`src/lsp_pkg.sv`:
```
`timescale 1ns / 1ps
`default_nettype none

package lsp_pkg;

	localparam int MAX_NODES = 16;
	localparam int NODE_W    = 4;
	localparam int NCNT_W    = 5;
	localparam int COST_BITS = 16;
	localparam int PATH_W    = 20;
	localparam int HOP_W     = 5;
	localparam int LINK_W    = 2 * NODE_W + COST_BITS;

	localparam logic [PATH_W-1:0] PATH_MAX         = '1;
	localparam logic [HOP_W-1:0]  NO_HOP           = HOP_W'(MAX_NODES);
	localparam logic [NCNT_W-1:0] NODE_COUNT_RESET = NCNT_W'(MAX_NODES);

	localparam logic [1:0] CMD_CLEAR = 2'd0;
	localparam logic [1:0] CMD_ADD   = 2'd1;
	localparam logic [1:0] CMD_RUN   = 2'd2;

	typedef enum logic [3:0] {
		ST_IDLE,
		ST_INIT,
		ST_SCAN,
		ST_PICK,
		ST_RL_RD,
		ST_RL_CHK,
		ST_RL_UPD,
		ST_EM_RD,
		ST_EM_WR
	} state_t;

endpackage

`default_nettype wire

```
`src/lsp_if.sv`:
```
`timescale 1ns / 1ps
`default_nettype none

interface lsp_req_if;
	logic                        valid;
	logic                        ready;
	logic [1:0]                  command;
	logic [lsp_pkg::NODE_W-1:0]  from_node;
	logic [lsp_pkg::NODE_W-1:0]  to_node;
	logic [lsp_pkg::COST_BITS-1:0] link_cost;
	logic [lsp_pkg::NODE_W-1:0]  source_node;

	modport source(output valid, command, from_node, to_node, link_cost, source_node,
		input ready);
	modport sink(input valid, command, from_node, to_node, link_cost, source_node,
		output ready);
endinterface

interface lsp_rsp_if;
	logic                         valid;
	logic                         ready;
	logic [lsp_pkg::NODE_W-1:0]   node_index;
	logic [lsp_pkg::PATH_W-1:0]   path_cost;
	logic [lsp_pkg::HOP_W-1:0]    previous_node;
	logic                         reachable;
	logic                         link_overflow;
	logic                         last;

	modport source(output valid, node_index, path_cost, previous_node, reachable,
		link_overflow, last, input ready);
	modport sink(input valid, node_index, path_cost, previous_node, reachable,
		link_overflow, last, output ready);
endinterface

interface lsp_cfg_if;
	logic                        valid;
	logic                        ready;
	logic [lsp_pkg::NCNT_W-1:0]  data;

	modport source(output valid, data, input ready);
	modport sink(input valid, data, output ready);
endinterface

`default_nettype wire

```
`src/link_state_shortest_path.sv`:
```
// Clear and add commands are handled in idle, where the block stays ready for the next command.
// A run reads costs through one cost RAM read port, shared by the scan, the relaxation and
// the output of results, and reads each stored link from the link RAM once per round. Each
// result is read in ST_EM_RD and loaded in ST_EM_WR, which waits while the output is held.
// Reset (arst_n low) empties the link store, clears overflow and sets node_count to 16;
// link and cost RAM contents are undefined until written, with no clearing pass.
`timescale 1ns / 1ps
`default_nettype none

module link_state_shortest_path #(
	parameter int MAX_LINKS = 64
) (
	input  logic       clk,
	input  logic       arst_n,
	lsp_cfg_if.sink    cfg,
	lsp_req_if.sink    req,
	lsp_rsp_if.source  rsp
);

	localparam int LINK_AW = (MAX_LINKS > 1) ? $clog2(MAX_LINKS) : 1;
	localparam int LINK_CW = $clog2(MAX_LINKS + 1);
	localparam int NW      = lsp_pkg::NODE_W;
	localparam int CW      = lsp_pkg::NCNT_W;
	localparam int PW      = lsp_pkg::PATH_W;
	localparam int HW      = lsp_pkg::HOP_W;
	localparam int NN      = lsp_pkg::MAX_NODES;
	localparam int LINK_W_T = lsp_pkg::LINK_W;

	lsp_pkg::state_t state_q, state_d;

	logic [CW-1:0]       node_count_q;
	logic [LINK_CW-1:0]  link_cnt_q;
	logic                ovf_q;
	logic [NW-1:0]       src_q;
	logic [CW-1:0]       scan_q;
	logic                have_pick_q;
	logic [NW-1:0]       pick_q;
	logic [PW-1:0]       pick_cost_q;
	logic [LINK_CW-1:0]  lk_q;
	logic [NW-1:0]       to_q;
	logic [PW-1:0]       sum_q;
	logic [NW-1:0]       e_q;
	logic [NN-1:0]       known_q;
	logic [NN-1:0]       done_q;
	logic [HW-1:0]       hop_q [NN];

	logic                out_valid_q;
	logic [NW-1:0]       out_node_q;
	logic [PW-1:0]       out_cost_q;
	logic [HW-1:0]       out_prev_q;
	logic                out_reach_q;
	logic                out_ovf_q;
	logic                out_last_q;

	logic [CW-1:0]       n_eff;
	logic                src_ok;
	logic [NW-1:0]       eval_idx;
	logic                eval_take;
	logic [LINK_W_T-1:0] link_rd;
	logic [NW-1:0]       lnk_from;
	logic [NW-1:0]       lnk_to;
	logic [lsp_pkg::COST_BITS-1:0] lnk_w;
	logic                lnk_cand;
	logic [PW:0]         sum_full;
	logic [PW-1:0]       sum_sat;
	logic                upd_take;
	logic                out_free;
	logic                emit_last;
	logic                links_done;

	// RAM control
	logic                cost_we;
	logic [NW-1:0]       cost_waddr;
	logic [PW-1:0]       cost_wdata;
	logic [NW-1:0]       cost_raddr;
	logic [PW-1:0]       cost_rd;
	logic                link_we;
	logic [LINK_AW-1:0]  link_raddr;
	logic                req_ready;

	lsp_ram #(
		.WIDTH(LINK_W_T),
		.DEPTH(MAX_LINKS)
	) u_link_ram (
		.clk   (clk),
		.we    (link_we),
		.waddr (link_cnt_q[LINK_AW-1:0]),
		.wdata ({req.from_node, req.to_node, req.link_cost}),
		.raddr (link_raddr),
		.rdata (link_rd)
	);

	lsp_ram #(
		.WIDTH(PW),
		.DEPTH(NN)
	) u_cost_ram (
		.clk   (clk),
		.we    (cost_we),
		.waddr (cost_waddr),
		.wdata (cost_wdata),
		.raddr (cost_raddr),
		.rdata (cost_rd)
	);

	// saturate the router count into 1 .. MAX_NODES
	always_comb begin
		if (node_count_q == '0) begin
			n_eff = CW'(1);
		end else if (node_count_q > CW'(NN)) begin
			n_eff = CW'(NN);
		end else begin
			n_eff = node_count_q;
		end
	end

	assign src_ok     = {1'b0, src_q} < n_eff;
	assign eval_idx   = NW'(scan_q - CW'(1));
	assign eval_take  = (scan_q != '0) && !done_q[eval_idx] && known_q[eval_idx] &&
		(!have_pick_q || (cost_rd < pick_cost_q));
	assign lnk_from   = link_rd[LINK_W_T-1 -: NW];
	assign lnk_to     = link_rd[LINK_W_T-NW-1 -: NW];
	assign lnk_w      = link_rd[lsp_pkg::COST_BITS-1:0];
	assign lnk_cand   = (lnk_from == pick_q) && ({1'b0, lnk_to} < n_eff) && !done_q[lnk_to];
	assign sum_full   = {1'b0, pick_cost_q} + (PW + 1)'(lnk_w);
	assign sum_sat    = sum_full[PW] ? lsp_pkg::PATH_MAX : sum_full[PW-1:0];
	assign upd_take   = !known_q[to_q] || (sum_q < cost_rd);
	assign out_free   = !out_valid_q || rsp.ready;
	assign emit_last  = (CW'(e_q) + CW'(1)) == n_eff;
	assign links_done = lk_q == link_cnt_q;

	// next state
	always_comb begin
		state_d = state_q;
		case (state_q)
			lsp_pkg::ST_IDLE: begin
				if (req.valid && req.command == lsp_pkg::CMD_RUN) begin
					state_d = lsp_pkg::ST_INIT;
				end
			end
			lsp_pkg::ST_INIT: state_d = lsp_pkg::ST_SCAN;
			lsp_pkg::ST_SCAN: begin
				if (scan_q == n_eff) begin
					state_d = lsp_pkg::ST_PICK;
				end
			end
			lsp_pkg::ST_PICK: begin
				state_d = have_pick_q ? lsp_pkg::ST_RL_RD : lsp_pkg::ST_EM_RD;
			end
			lsp_pkg::ST_RL_RD: begin
				state_d = links_done ? lsp_pkg::ST_SCAN : lsp_pkg::ST_RL_CHK;
			end
			lsp_pkg::ST_RL_CHK: begin
				state_d = lnk_cand ? lsp_pkg::ST_RL_UPD : lsp_pkg::ST_RL_RD;
			end
			lsp_pkg::ST_RL_UPD: state_d = lsp_pkg::ST_RL_RD;
			lsp_pkg::ST_EM_RD:  state_d = lsp_pkg::ST_EM_WR;
			lsp_pkg::ST_EM_WR: begin
				if (out_free) begin
					state_d = emit_last ? lsp_pkg::ST_IDLE : lsp_pkg::ST_EM_RD;
				end
			end
			default: state_d = lsp_pkg::ST_IDLE;
		endcase
	end

	// datapath control
	always_comb begin
		req_ready  = 1'b0;
		link_we    = 1'b0;
		link_raddr = lk_q[LINK_AW-1:0];
		cost_we    = 1'b0;
		cost_waddr = to_q;
		cost_wdata = sum_q;
		cost_raddr = scan_q[NW-1:0];
		case (state_q)
			lsp_pkg::ST_IDLE: begin
				req_ready = 1'b1;
				link_we   = req.valid && (req.command == lsp_pkg::CMD_ADD) &&
					(link_cnt_q != LINK_CW'(MAX_LINKS));
			end
			lsp_pkg::ST_INIT: begin
				cost_we    = src_ok;
				cost_waddr = src_q;
				cost_wdata = '0;
			end
			lsp_pkg::ST_RL_CHK: cost_raddr = lnk_to;
			lsp_pkg::ST_RL_UPD: cost_we = upd_take;
			lsp_pkg::ST_EM_RD:  cost_raddr = e_q;
			lsp_pkg::ST_EM_WR:  cost_raddr = e_q;
			default: begin
			end
		endcase
	end

	always_ff @(posedge clk or negedge arst_n) begin
		if (!arst_n) begin
			state_q      <= lsp_pkg::ST_IDLE;
			node_count_q <= lsp_pkg::NODE_COUNT_RESET;
			link_cnt_q   <= '0;
			ovf_q        <= 1'b0;
			src_q        <= '0;
			scan_q       <= '0;
			have_pick_q  <= 1'b0;
			pick_q       <= '0;
			pick_cost_q  <= '0;
			lk_q         <= '0;
			to_q         <= '0;
			sum_q        <= '0;
			e_q          <= '0;
			known_q      <= '0;
			done_q       <= '0;
			out_valid_q  <= 1'b0;
			out_node_q   <= '0;
			out_cost_q   <= '0;
			out_prev_q   <= lsp_pkg::NO_HOP;
			out_reach_q  <= 1'b0;
			out_ovf_q    <= 1'b0;
			out_last_q   <= 1'b0;
			for (int i = 0; i < NN; i++) begin
				hop_q[i] <= lsp_pkg::NO_HOP;
			end
		end else begin
			state_q <= state_d;
			if (cfg.valid) begin
				node_count_q <= cfg.data;
			end
			// drop the result once taken, unless a new one loads this cycle
			if (out_valid_q && rsp.ready && state_q != lsp_pkg::ST_EM_WR) begin
				out_valid_q <= 1'b0;
			end
			case (state_q)
				lsp_pkg::ST_IDLE: begin
					if (req.valid) begin
						case (req.command)
							lsp_pkg::CMD_CLEAR: begin
								link_cnt_q <= '0;
								ovf_q      <= 1'b0;
							end
							lsp_pkg::CMD_ADD: begin
								if (link_cnt_q != LINK_CW'(MAX_LINKS)) begin
									link_cnt_q <= link_cnt_q + LINK_CW'(1);
								end else begin
									ovf_q <= 1'b1;
								end
							end
							lsp_pkg::CMD_RUN: src_q <= req.source_node;
							default: begin
							end
						endcase
					end
				end
				lsp_pkg::ST_INIT: begin
					done_q      <= '0;
					known_q     <= src_ok ? (NN'(1) << src_q) : '0;
					for (int i = 0; i < NN; i++) begin
						hop_q[i] <= lsp_pkg::NO_HOP;
					end
					scan_q      <= '0;
					have_pick_q <= 1'b0;
				end
				lsp_pkg::ST_SCAN: begin
					// evaluate the entry read last cycle while the next read goes out
					if (eval_take) begin
						have_pick_q <= 1'b1;
						pick_q      <= eval_idx;
						pick_cost_q <= cost_rd;
					end
					if (scan_q != n_eff) begin
						scan_q <= scan_q + CW'(1);
					end
				end
				lsp_pkg::ST_PICK: begin
					if (have_pick_q) begin
						done_q[pick_q] <= 1'b1;
					end
					lk_q <= '0;
					e_q  <= '0;
				end
				lsp_pkg::ST_RL_RD: begin
					if (links_done) begin
						scan_q      <= '0;
						have_pick_q <= 1'b0;
					end else begin
						lk_q <= lk_q + LINK_CW'(1);
					end
				end
				lsp_pkg::ST_RL_CHK: begin
					to_q  <= lnk_to;
					sum_q <= sum_sat;
				end
				lsp_pkg::ST_RL_UPD: begin
					if (upd_take) begin
						known_q[to_q] <= 1'b1;
						hop_q[to_q]   <= HW'(pick_q);
					end
				end
				lsp_pkg::ST_EM_WR: begin
					if (out_free) begin
						out_valid_q <= 1'b1;
						out_node_q  <= e_q;
						out_cost_q  <= known_q[e_q] ? cost_rd : '0;
						out_prev_q  <= known_q[e_q] ? hop_q[e_q] : lsp_pkg::NO_HOP;
						out_reach_q <= known_q[e_q];
						out_ovf_q   <= ovf_q;
						out_last_q  <= emit_last;
						e_q         <= e_q + NW'(1);
					end
				end
				default: begin
				end
			endcase
		end
	end

	assign cfg.ready         = 1'b1;
	assign req.ready         = req_ready;
	assign rsp.valid         = out_valid_q;
	assign rsp.node_index    = out_node_q;
	assign rsp.path_cost     = out_cost_q;
	assign rsp.previous_node = out_prev_q;
	assign rsp.reachable     = out_reach_q;
	assign rsp.link_overflow = out_ovf_q;
	assign rsp.last          = out_last_q;

endmodule

`default_nettype wire

```
`src/lsp_ram.sv`:
```
`timescale 1ns / 1ps
`default_nettype none

module lsp_ram #(
	parameter int WIDTH = 8,
	parameter int DEPTH = 16
) (
	input  logic                                    clk,
	input  logic                                    we,
	input  logic [(DEPTH > 1 ? $clog2(DEPTH) : 1)-1:0] waddr,
	input  logic [WIDTH-1:0]                        wdata,
	input  logic [(DEPTH > 1 ? $clog2(DEPTH) : 1)-1:0] raddr,
	output logic [WIDTH-1:0]                        rdata
);

	logic [WIDTH-1:0] mem_q [DEPTH];
	logic [WIDTH-1:0] rdata_q;

	always_ff @(posedge clk) begin
		if (we) begin
			mem_q[waddr] <= wdata;
		end
		rdata_q <= mem_q[raddr];
	end

	assign rdata = rdata_q;

endmodule

`default_nettype wire
```
`src/flat_wrapper.sv`:
```
// flat-port wrapper written by rule: the top's interface ports become plain ports
module link_state_shortest_path_flat 
#(
	parameter int MAX_LINKS = 64
)
  (clk, arst_n, cfg_valid, cfg_data, cfg_ready, req_valid, req_command, req_from_node, req_to_node, req_link_cost, req_source_node, req_ready, rsp_valid, rsp_node_index, rsp_path_cost, rsp_previous_node, rsp_reachable, rsp_link_overflow, rsp_last, rsp_ready);
  lsp_cfg_if cfg_i ();
  lsp_req_if req_i ();
  lsp_rsp_if rsp_i ();
  input  logic clk;
  input  logic arst_n;
  input wire logic [$bits(cfg_i.valid)-1:0] cfg_valid;
  input wire logic [$bits(cfg_i.data)-1:0] cfg_data;
  output wire logic [$bits(cfg_i.ready)-1:0] cfg_ready;
  input wire logic [$bits(req_i.valid)-1:0] req_valid;
  input wire logic [$bits(req_i.command)-1:0] req_command;
  input wire logic [$bits(req_i.from_node)-1:0] req_from_node;
  input wire logic [$bits(req_i.to_node)-1:0] req_to_node;
  input wire logic [$bits(req_i.link_cost)-1:0] req_link_cost;
  input wire logic [$bits(req_i.source_node)-1:0] req_source_node;
  output wire logic [$bits(req_i.ready)-1:0] req_ready;
  output wire logic [$bits(rsp_i.valid)-1:0] rsp_valid;
  output wire logic [$bits(rsp_i.node_index)-1:0] rsp_node_index;
  output wire logic [$bits(rsp_i.path_cost)-1:0] rsp_path_cost;
  output wire logic [$bits(rsp_i.previous_node)-1:0] rsp_previous_node;
  output wire logic [$bits(rsp_i.reachable)-1:0] rsp_reachable;
  output wire logic [$bits(rsp_i.link_overflow)-1:0] rsp_link_overflow;
  output wire logic [$bits(rsp_i.last)-1:0] rsp_last;
  input wire logic [$bits(rsp_i.ready)-1:0] rsp_ready;
  assign cfg_i.valid = cfg_valid;
  assign cfg_i.data = cfg_data;
  assign cfg_ready = cfg_i.ready;
  assign req_i.valid = req_valid;
  assign req_i.command = req_command;
  assign req_i.from_node = req_from_node;
  assign req_i.to_node = req_to_node;
  assign req_i.link_cost = req_link_cost;
  assign req_i.source_node = req_source_node;
  assign req_ready = req_i.ready;
  assign rsp_valid = rsp_i.valid;
  assign rsp_node_index = rsp_i.node_index;
  assign rsp_path_cost = rsp_i.path_cost;
  assign rsp_previous_node = rsp_i.previous_node;
  assign rsp_reachable = rsp_i.reachable;
  assign rsp_link_overflow = rsp_i.link_overflow;
  assign rsp_last = rsp_i.last;
  assign rsp_i.ready = rsp_ready;
  link_state_shortest_path #(.MAX_LINKS(MAX_LINKS)) u_core (.clk(clk), .arst_n(arst_n), .cfg(cfg_i), .req(req_i), .rsp(rsp_i));
endmodule
```
`config.mk`:
```
export PLATFORM = sky130hd
export DESIGN_NAME = link_state_shortest_path_flat
export DESIGN_NICKNAME = d
export VERILOG_FILES = /design/src/lsp_pkg.sv /design/src/lsp_if.sv /design/src/link_state_shortest_path.sv /design/src/lsp_ram.sv /design/src/flat_wrapper.sv
export SDC_FILE = /design/constraint.sdc
export NUM_CORES = 2
export LEC_CHECK = 0
export ABC_AREA = 0
export BUFFER_PORTS_ARGS = -buffer_cell sky130_fd_sc_hd__buf_4
export CAP_MARGIN = 10
export CORE_AREA = 2 2 465 467
export CTS_BUF_LIST = sky130_fd_sc_hd__clkbuf_4 sky130_fd_sc_hd__clkbuf_8 sky130_fd_sc_hd__clkbuf_16
export DETAILED_ROUTE_END_ITERATION = 7
export DIE_AREA = 0 0 467 469
export PLACE_DENSITY_LB_ADDON = 0.25
export SLEW_MARGIN = 10
export SYNTH_ARGS = -nofsm -noshare
export SYNTH_HDL_FRONTEND = slang
export SYNTH_SLANG_ARGS = --single-unit
```
`constraint.sdc`:
```
create_clock -name clk -period 7.5 [get_ports clk]
set_input_delay 1.5 -clock clk [delete_from_list [all_inputs] [get_ports clk]]
set_output_delay 1.5 -clock clk [all_outputs]
set_load 0.02 [all_outputs]
```
# ---- Word level (Yosys, flattened, before mapping)
# Memory sizes are Yosys's and may differ from the RTL's. A register that Yosys moved wholly into a read port is not among the register bits.
# Cells that the tools add are included.
dict set report op_classes {
  addsub 7
  magnitude_cmp 15
  n_eq_ne 28
  shifts 1
  mux 67
  bitwise_logic 4
  reduce_logical 44
}
# operator n
set op_table {}
lappend op_table {{case mux 80 bit (2 select lines)} 1}
lappend op_table {{bitwise mux 80 bit} 1}
lappend op_table {{2-to-1 mux 80 bit} 1}
lappend op_table {{case mux 16 bit (2 select lines)} 2}
lappend op_table {{2-to-1 mux 20 bit} 3}
lappend op_table {{2-to-1 mux 16 bit} 3}
lappend op_table {{less-than comparator 20 bit} 2}
lappend op_table {{2-to-1 mux 5 bit} 8}
lappend op_table {{case mux 4 bit (9 select lines)} 1}
lappend op_table {{OR 16 bit} 2}
lappend op_table {{case mux 7 bit (2 select lines)} 2}
lappend op_table {{less-than comparator 4 x 5 -> 1 bit (second input constant)} 5}
lappend op_table {{adder 20 x 16 -> 21 bit} 1}
lappend op_table {{binary-select mux 1 bit (select 4 bit)} 5}
lappend op_table {{binary-select mux 5 bit (select 4 bit)} 1}
lappend op_table {{demux 5 bit (select 4 bit)} 1}
lappend op_table {{2-to-1 mux 4 bit} 5}
lappend op_table {{2-to-1 mux 1 bit} 19}
lappend op_table {{== test 4 x 3 -> 1 bit (second input constant)} 4}
lappend op_table {{inequality test 2 x 1 -> 1 bit (second input constant)} 8}
lappend op_table {{case mux 4 bit (2 select lines)} 2}
lappend op_table {{left shift 1 x 4 -> 16 bit (first input constant)} 1}
lappend op_table {{case mux 5 bit (3 select lines)} 1}
lappend op_table {{adder 7 x 1 -> 7 bit (second input constant)} 2}
lappend op_table {{41 further kinds} 85}
dict set report totals {
  reg_bits 231
  ram_bits 1856
  output_inout_bits 35
  wordCells 206
  memories 2
}
# name depth width rd rd_clocked_by_memory_dff wr line_no
set mem_list {}
lappend mem_list {u_core.u_link_ram.mem_q 64 24 1 1 1 lsp_ram.sv:16} ;# logic [WIDTH-1:0] mem_q [DEPTH];
lappend mem_list {u_core.u_cost_ram.mem_q 16 20 1 1 1 lsp_ram.sv:16}

# ---- Depth between registers and ports, before layout
dict set report depth {
  ltp_word 9
  mapped_depth 14
  mapped_depth_nobuf 10
}

# ---- Cells and area by module
# A second synthesis with hierarchy kept.
dict set report unflattened {
  cells_unflattened 4520
  area_unflattened_um2 85458.2
}
# module instances cells_each area_each_um2 seq_area_each_um2
set modules_own_cells {}
lappend modules_own_cells {{lsp_ram (u_core.u_link_ram)} 1 2610 59295.6 46604.7}
lappend modules_own_cells {link_state_shortest_path 1 1377 13631.8 5803.1}
lappend modules_own_cells {{lsp_ram (u_core.u_cost_ram)} 1 533 12530.8 10009.6}

# ---- Worst setup path before layout
# No wires, ideal clock.
dict set report synth_timing {
  path_kind {input port to flip-flop}
  from {input port req_command[1]}
  to {memory u_core.u_link_ram.mem_q[40][0] (netlist name), enable pin}
  setup_time_ps 467
  arrival_ps 4802
  setup_slack_ps 2231
  stages 5
  n_path_buf 0
  cell_sequence {and3b_1 -> nand2_1 -> nor2_1 -> nand4b_1 -> nor4_1}
}
dict set report synth_between {
  elab_chain_cells 6
}
# element line_no
set synth_lines {}
lappend synth_lines {{from (decl)} flat_wrapper.sv:16} ;# input wire logic [$bits(req_i.command)-1:0] req_command;
lappend synth_lines {{== test 2 x 1 -> 1 bit} link_state_shortest_path.sv:178} ;# link_we = req.valid && (req.command == lsp_pkg::CMD_ADD) &&
lappend synth_lines {{logical AND 1 bit (2 in a row)} link_state_shortest_path.sv:178}
lappend synth_lines {{2-to-1 mux 1 bit} link_state_shortest_path.sv:175} ;# case (state_q)
lappend synth_lines {{2-to-1 mux 1 bit} lsp_ram.sv:20} ;# if (we) begin
lappend synth_lines {{2-to-1 mux 1 bit (implied by the code)} lsp_ram.sv:21} ;# mem_q[waddr] <= wdata;
lappend synth_lines {{to (decl)} lsp_ram.sv:16}
# Every way passes these cells.

# ---- Worst setup path in the final report
dict set report layout_timing {
  from {register u_core.state_q[2]}
  to {memory u_core.u_link_ram.mem_q[47][21] (netlist name), enable pin}
}
dict set report layout_between {
  elab_chain_cells 4
}
# element line_no
set layout_lines {}
lappend layout_lines {{from (decl)} link_state_shortest_path.sv:29} ;# lsp_pkg::state_t state_q, state_d;
lappend layout_lines {{from (signal assigned)} link_state_shortest_path.sv:197} ;# state_q <= lsp_pkg::ST_IDLE;
lappend layout_lines {{from (signal assigned)} link_state_shortest_path.sv:223} ;# state_q <= state_d;
lappend layout_lines {{zero test 4 bit} link_state_shortest_path.sv:175}
lappend layout_lines {{2-to-1 mux 1 bit} link_state_shortest_path.sv:175}
lappend layout_lines {{2-to-1 mux 1 bit} lsp_ram.sv:20}
lappend layout_lines {{2-to-1 mux 1 bit (implied by the code)} lsp_ram.sv:21}
# Every way passes these cells.

==> impl_metrics.tcl <==
set metrics [dict create \
    grt_max_degree 134 \
    seq_power_share_pct 43.6 \
    postRouteAntennaNets 0 \
    timing.hold.worst_path_depth 2 \
    crit_cells 8 \
    syn_area_per_cell_um2 19.5 \
    die-area_um2 219000 \
    period_minus_slack_ns 5.04 \
    synth_sequential_area_ratio_pct 73.4 \
    setup.worst_path.class "flop to flop" \
    cts.sink_count 2131 \
    cp_max_fo 24 \
    post_route_total_power_mw 33.1 \
    htree_levels 4 \
    count_of_different_cell_masters_after_synthesis 78 \
    gates_resized_cts_repair 0 \
    timing.max_cap.violations 0 \
    synth_top_cells_by_area "sky130_fd_sc_hd__edfxtp_1 66%, sky130_fd_sc_hd__mux4_2 14%, sky130_fd_sc_hd__dfrtp_1 6.3%" \
    final-hold-violation-count 0 \
    count_of_yosys_warnings_during_synthesis 0 \
    timing.critical_path.max_delay_family "simple AND/OR/NAND/NOR gates" \
    wl_um 209000 \
    hpwlAfterDp_um 126000 \
    cts-hold-fix-buffers 0 \
    syn-num-nets 4475 \
    drc 0 \
    placement.cell_area_um2 89200 \
    post_cts.repair.setup_buffers 0 \
    worst-path-buf-inv 1 \
    cts-buffers-inserted 214 \
    layout.nets 4558 \
    maximum_buffer_depth_of_the_clock_tree 3 \
    syn_area_um2 85000 \
    cts_tree "done" \
    finish.instance_area_um2 96100 \
    postSynthRegisterBits 2131 \
    area_growth_syn_to_layout_pct 13.0 \
    clk_pin_slew_ns 0.07 \
    finalWeightedCongestion 0.823 \
    ctsRootBufferMaster "sky130_fd_sc_hd__clkbuf_16" \
    timing.final.crit_share_pct 67.2 \
    antenna_found_initial 8 \
    power.switching_fraction_pct 31.0 \
    critical_path.startpoint_type "flop" \
    port_buffers 73 \
    dominantRegCellSynth "sky130_fd_sc_hd__edfxtp_1" \
    class_of_the_tightest_hold_or_removal_check "flop to flop" \
    syn-instance-count 4367 \
    cellInternalPower_mw 22.8 \
    clock_power_share_pct 31.5 \
    critical_path_required_ns 7.95 \
    slew_headroom_pct 22.5 \
    comb_power_share_pct 24.9 \
    wire_per_inst_um 28.0 \
    largest_vdd_supply_drop_mv 0.298 \
    power.density_nw_per_um2 345 \
    achievable-frequency_ghz 0.199 \
    total_global_routing_overflow 0 \
    grt_pass1_wl_um 304000 \
    worst_r2r_path_depth 8 \
    insertion_delay_of_the_later_clocked_pin_in_the_worst_skew_pair_ns 0.86 \
    final_max_slew_viol_count 0 \
    async_flop_share_pct 10.8 \
    critPathCaptureType "flop" \
    setup_tns_ns 0 \
    chipHeight_um 469 \
    synth-edff-count 1856 \
    dr.first_iter.drc_count 4474 \
    yosysTopAreaCell "sky130_fd_sc_hd__edfxtp_1" \
    die_w_um 467 \
    grt_pass1_vias 42100 \
    vias 42400 \
    worst_ep_arrival_time_ns 5.48 \
    clock-skew-final_ns 0.0692 \
    cpPeakStageDelay_ns 1.07 \
    netSwitchingPower_mw 10.3 \
    drive_gt1_share_pct 25.2 \
    rsz0062_at_grt "no" \
    vias_per_cell 5.68 \
    firstDrtPassIters 5 \
    cpMaxStageDelayCell "sky130_fd_sc_hd__nor2_4" \
    row_count 170 \
    post-synth-top-area-fraction_pct 65.6 \
    coreArea_um2 214000 \
    run_status "finished clean" \
    p_leak_nw 31.1 \
    crit_path_cell_trace "nor2_1 > nand2_1 > inv_1 > and3b_1 > nand2_1 > nor2_1 > nand4b_1 > nor2_4" \
    io_pins 75 \
    worst-slew-pin-transition_ns 1.16 \
    gr-usage-all-layers_pct 19.1 \
    initial_utilization_pct 39.8 \
    setup_viol 0 \
]
==> worst paths after layout <==
kind	slack, ns	endpoint	from
max	2.46	u_core.u_link_ram.mem_q[47][21]	u_core.state_q[2]
min	0.48	u_core.rsp.path_cost[14]	u_core.rsp.path_cost[14]
max reg2reg	2.46	u_core.u_link_ram.mem_q[47][21]	u_core.state_q[2]
min reg2reg	0.48	u_core.rsp.path_cost[14]	u_core.rsp.path_cost[14]
max in group asynchronous	5.34	u_core.lk_q[1]	arst_n
min in group asynchronous	0.68	u_core.hop_q[7]	arst_n
==> cell usage in the layout, fill, tap and decap left out, types with 18 or more instances in the layout <==
cell type | netlist | layout
sky130_fd_sc_hd__a21oi_1 | 169 | 153
sky130_fd_sc_hd__a221oi_1 | 57 | 57
sky130_fd_sc_hd__a31oi_1 | 33 | 33
sky130_fd_sc_hd__a32o_1 | 41 | 41
sky130_fd_sc_hd__and2_1 | 25 | 24
sky130_fd_sc_hd__buf_4 | 7 | 116
sky130_fd_sc_hd__clkbuf_16 | 0 | 217
sky130_fd_sc_hd__clkbuf_4 | 0 | 60
sky130_fd_sc_hd__clkinv_1 | 0 | 39
sky130_fd_sc_hd__clkinv_2 | 0 | 37
sky130_fd_sc_hd__dfrtp_1 | 213 | 206
sky130_fd_sc_hd__dfstp_2 | 18 | 18
sky130_fd_sc_hd__dfxtp_1 | 44 | 44
sky130_fd_sc_hd__edfxtp_1 | 1856 | 1856
sky130_fd_sc_hd__ha_1 | 67 | 67
sky130_fd_sc_hd__inv_1 | 75 | 75
sky130_fd_sc_hd__mux2_2 | 18 | 18
sky130_fd_sc_hd__mux2i_1 | 125 | 125
sky130_fd_sc_hd__mux4_2 | 544 | 544
sky130_fd_sc_hd__nand2_1 | 182 | 181
sky130_fd_sc_hd__nand2b_1 | 25 | 25
sky130_fd_sc_hd__nand3_1 | 27 | 27
sky130_fd_sc_hd__nor2_1 | 181 | 119
sky130_fd_sc_hd__nor2_4 | 0 | 63
sky130_fd_sc_hd__nor3_1 | 33 | 33
sky130_fd_sc_hd__o21ai_0 | 87 | 87
sky130_fd_sc_hd__o22ai_1 | 22 | 22
sky130_fd_sc_hd__o2bb2ai_1 | 24 | 24
sky130_fd_sc_hd__or4_1 | 20 | 20
sky130_fd_sc_hd__xnor2_1 | 20 | 20
==> metrics by stage <==
step           util [%]  instances  setup WS (ns)  hold slack (ns)
2_1_floorplan         -       4367           2.23            0.448
3_3_place_gp       41.7       7072           2.32            0.466
3_5_place_dp       41.7       7072           2.33            0.469
4_1_cts            44.9       7468           2.44            0.486
5_1_grt            44.9       7470           2.23            0.503
6_report           44.9       7473           2.46            0.481
==> cell usage after synthesis, drive strengths merged, types with 4 or more instances <==
library cell	n
o22a	10
o21a	8
nor3	33
and2	25
or3	15
o211ai	7
nor4	6
a21oi	169
a22o	4
nor3b	10
a21o	9
or4	20
nand3b	5
mux2	18
ha	67
o21ai	97
nand3	27
clkbuf	157
a31oi	33
a2111oi	4
mux4	544
a32o	41
nor2b	14
dfrtp	213
inv	75
edfxtp	1856
a41oi	5
o311ai	4
or2	5
a221oi	57
o31ai	14
o2bb2ai	24
nor2	182
xor2	15
mux2i	125
and3	5
buf	101
nand2b	25
nand2	182
dfstp	18
dfxtp	44
a211oi	7
nand4	7
xnor2	20
o22ai	22
==> state kept, by name, indices dropped and copies added, names as in the netlist, 4 cells and up <==
signal	count
u_core.lk_q	7
u_core.link_cnt_q	7
u_core.rsp.path_cost	20
u_core.to_q	4
u_core.e_q	4
u_core.scan_q	5
u_core.node_count_q	5
u_core.pick_cost_q	20
u_core.state_q	4
u_core.sum_q	20
u_core.u_link_ram.mem_q	1536
u_core.u_cost_ram.mem_q	320
u_core.u_link_ram.rdata	24
u_core.src_q	4
u_core.u_cost_ram.rdata	20
u_core.rsp.node_index	4
u_core.done_q	16
u_core.rsp.previous_node	5
u_core.known_q	16
u_core.hop_q	80
u_core.pick_q	4
==> worst reg2reg max path, delay by kind of cell, from the launching register on <==
family	cells	cell delay, ns
flip-flops	1	0.56
AND/OR/NAND/NOR	7	3.68
buffers and inverters	1	0.37
==> area by class of cell <==
cell class,instances,area [µm²]
fill,18100,118000
clock inverter,109,877
timing repair buffer,125,1050
multi-input combinational,1903,21800
tap,2838,3550
inverter,75,282
sequential,2131,62400
antenna,5,12.5
clock buffer,287,6020
==> power groups by stage <==
stage / registers, mW / clock network (mW) / logic (mW)
3_5_place_dp: 14.7 / 0 / 8.30
4_1_cts: 14.4 / 10.6 / 8.33
2_1_floorplan: 14.2 / 0 / 5.61
3_3_place_gp: 14.6 / 0 / 8.23
6_report: 14.4 / 10.4 / 8.25
5_1_grt: 14.5 / 11.0 / 8.89
==> metal layers <==
layer / global-route usage, % / part of all wire (%) / vias up
met1: 28.4 / 46 / 22900
li1: - / - / 18100
met4: 3.80 / 1.7 / 4
met3: 3.32 / 5.8 / 221
met5: 0 / 0.016 / -
met2: 29.7 / 47 / 1236
==> cells by family after synthesis <==
group	share of synthesized area [%]
adder cells (fa/ha/maj)	1.01
other	0.00441
AO/OA/AOI/OAI	4.15
multiplexers	16.1
AND/OR/NAND/NOR	3.24
buffers and inverters	1.66
flip-flops	73.4
XOR/XNOR	0.387
(Power assumes the default switching activity.)
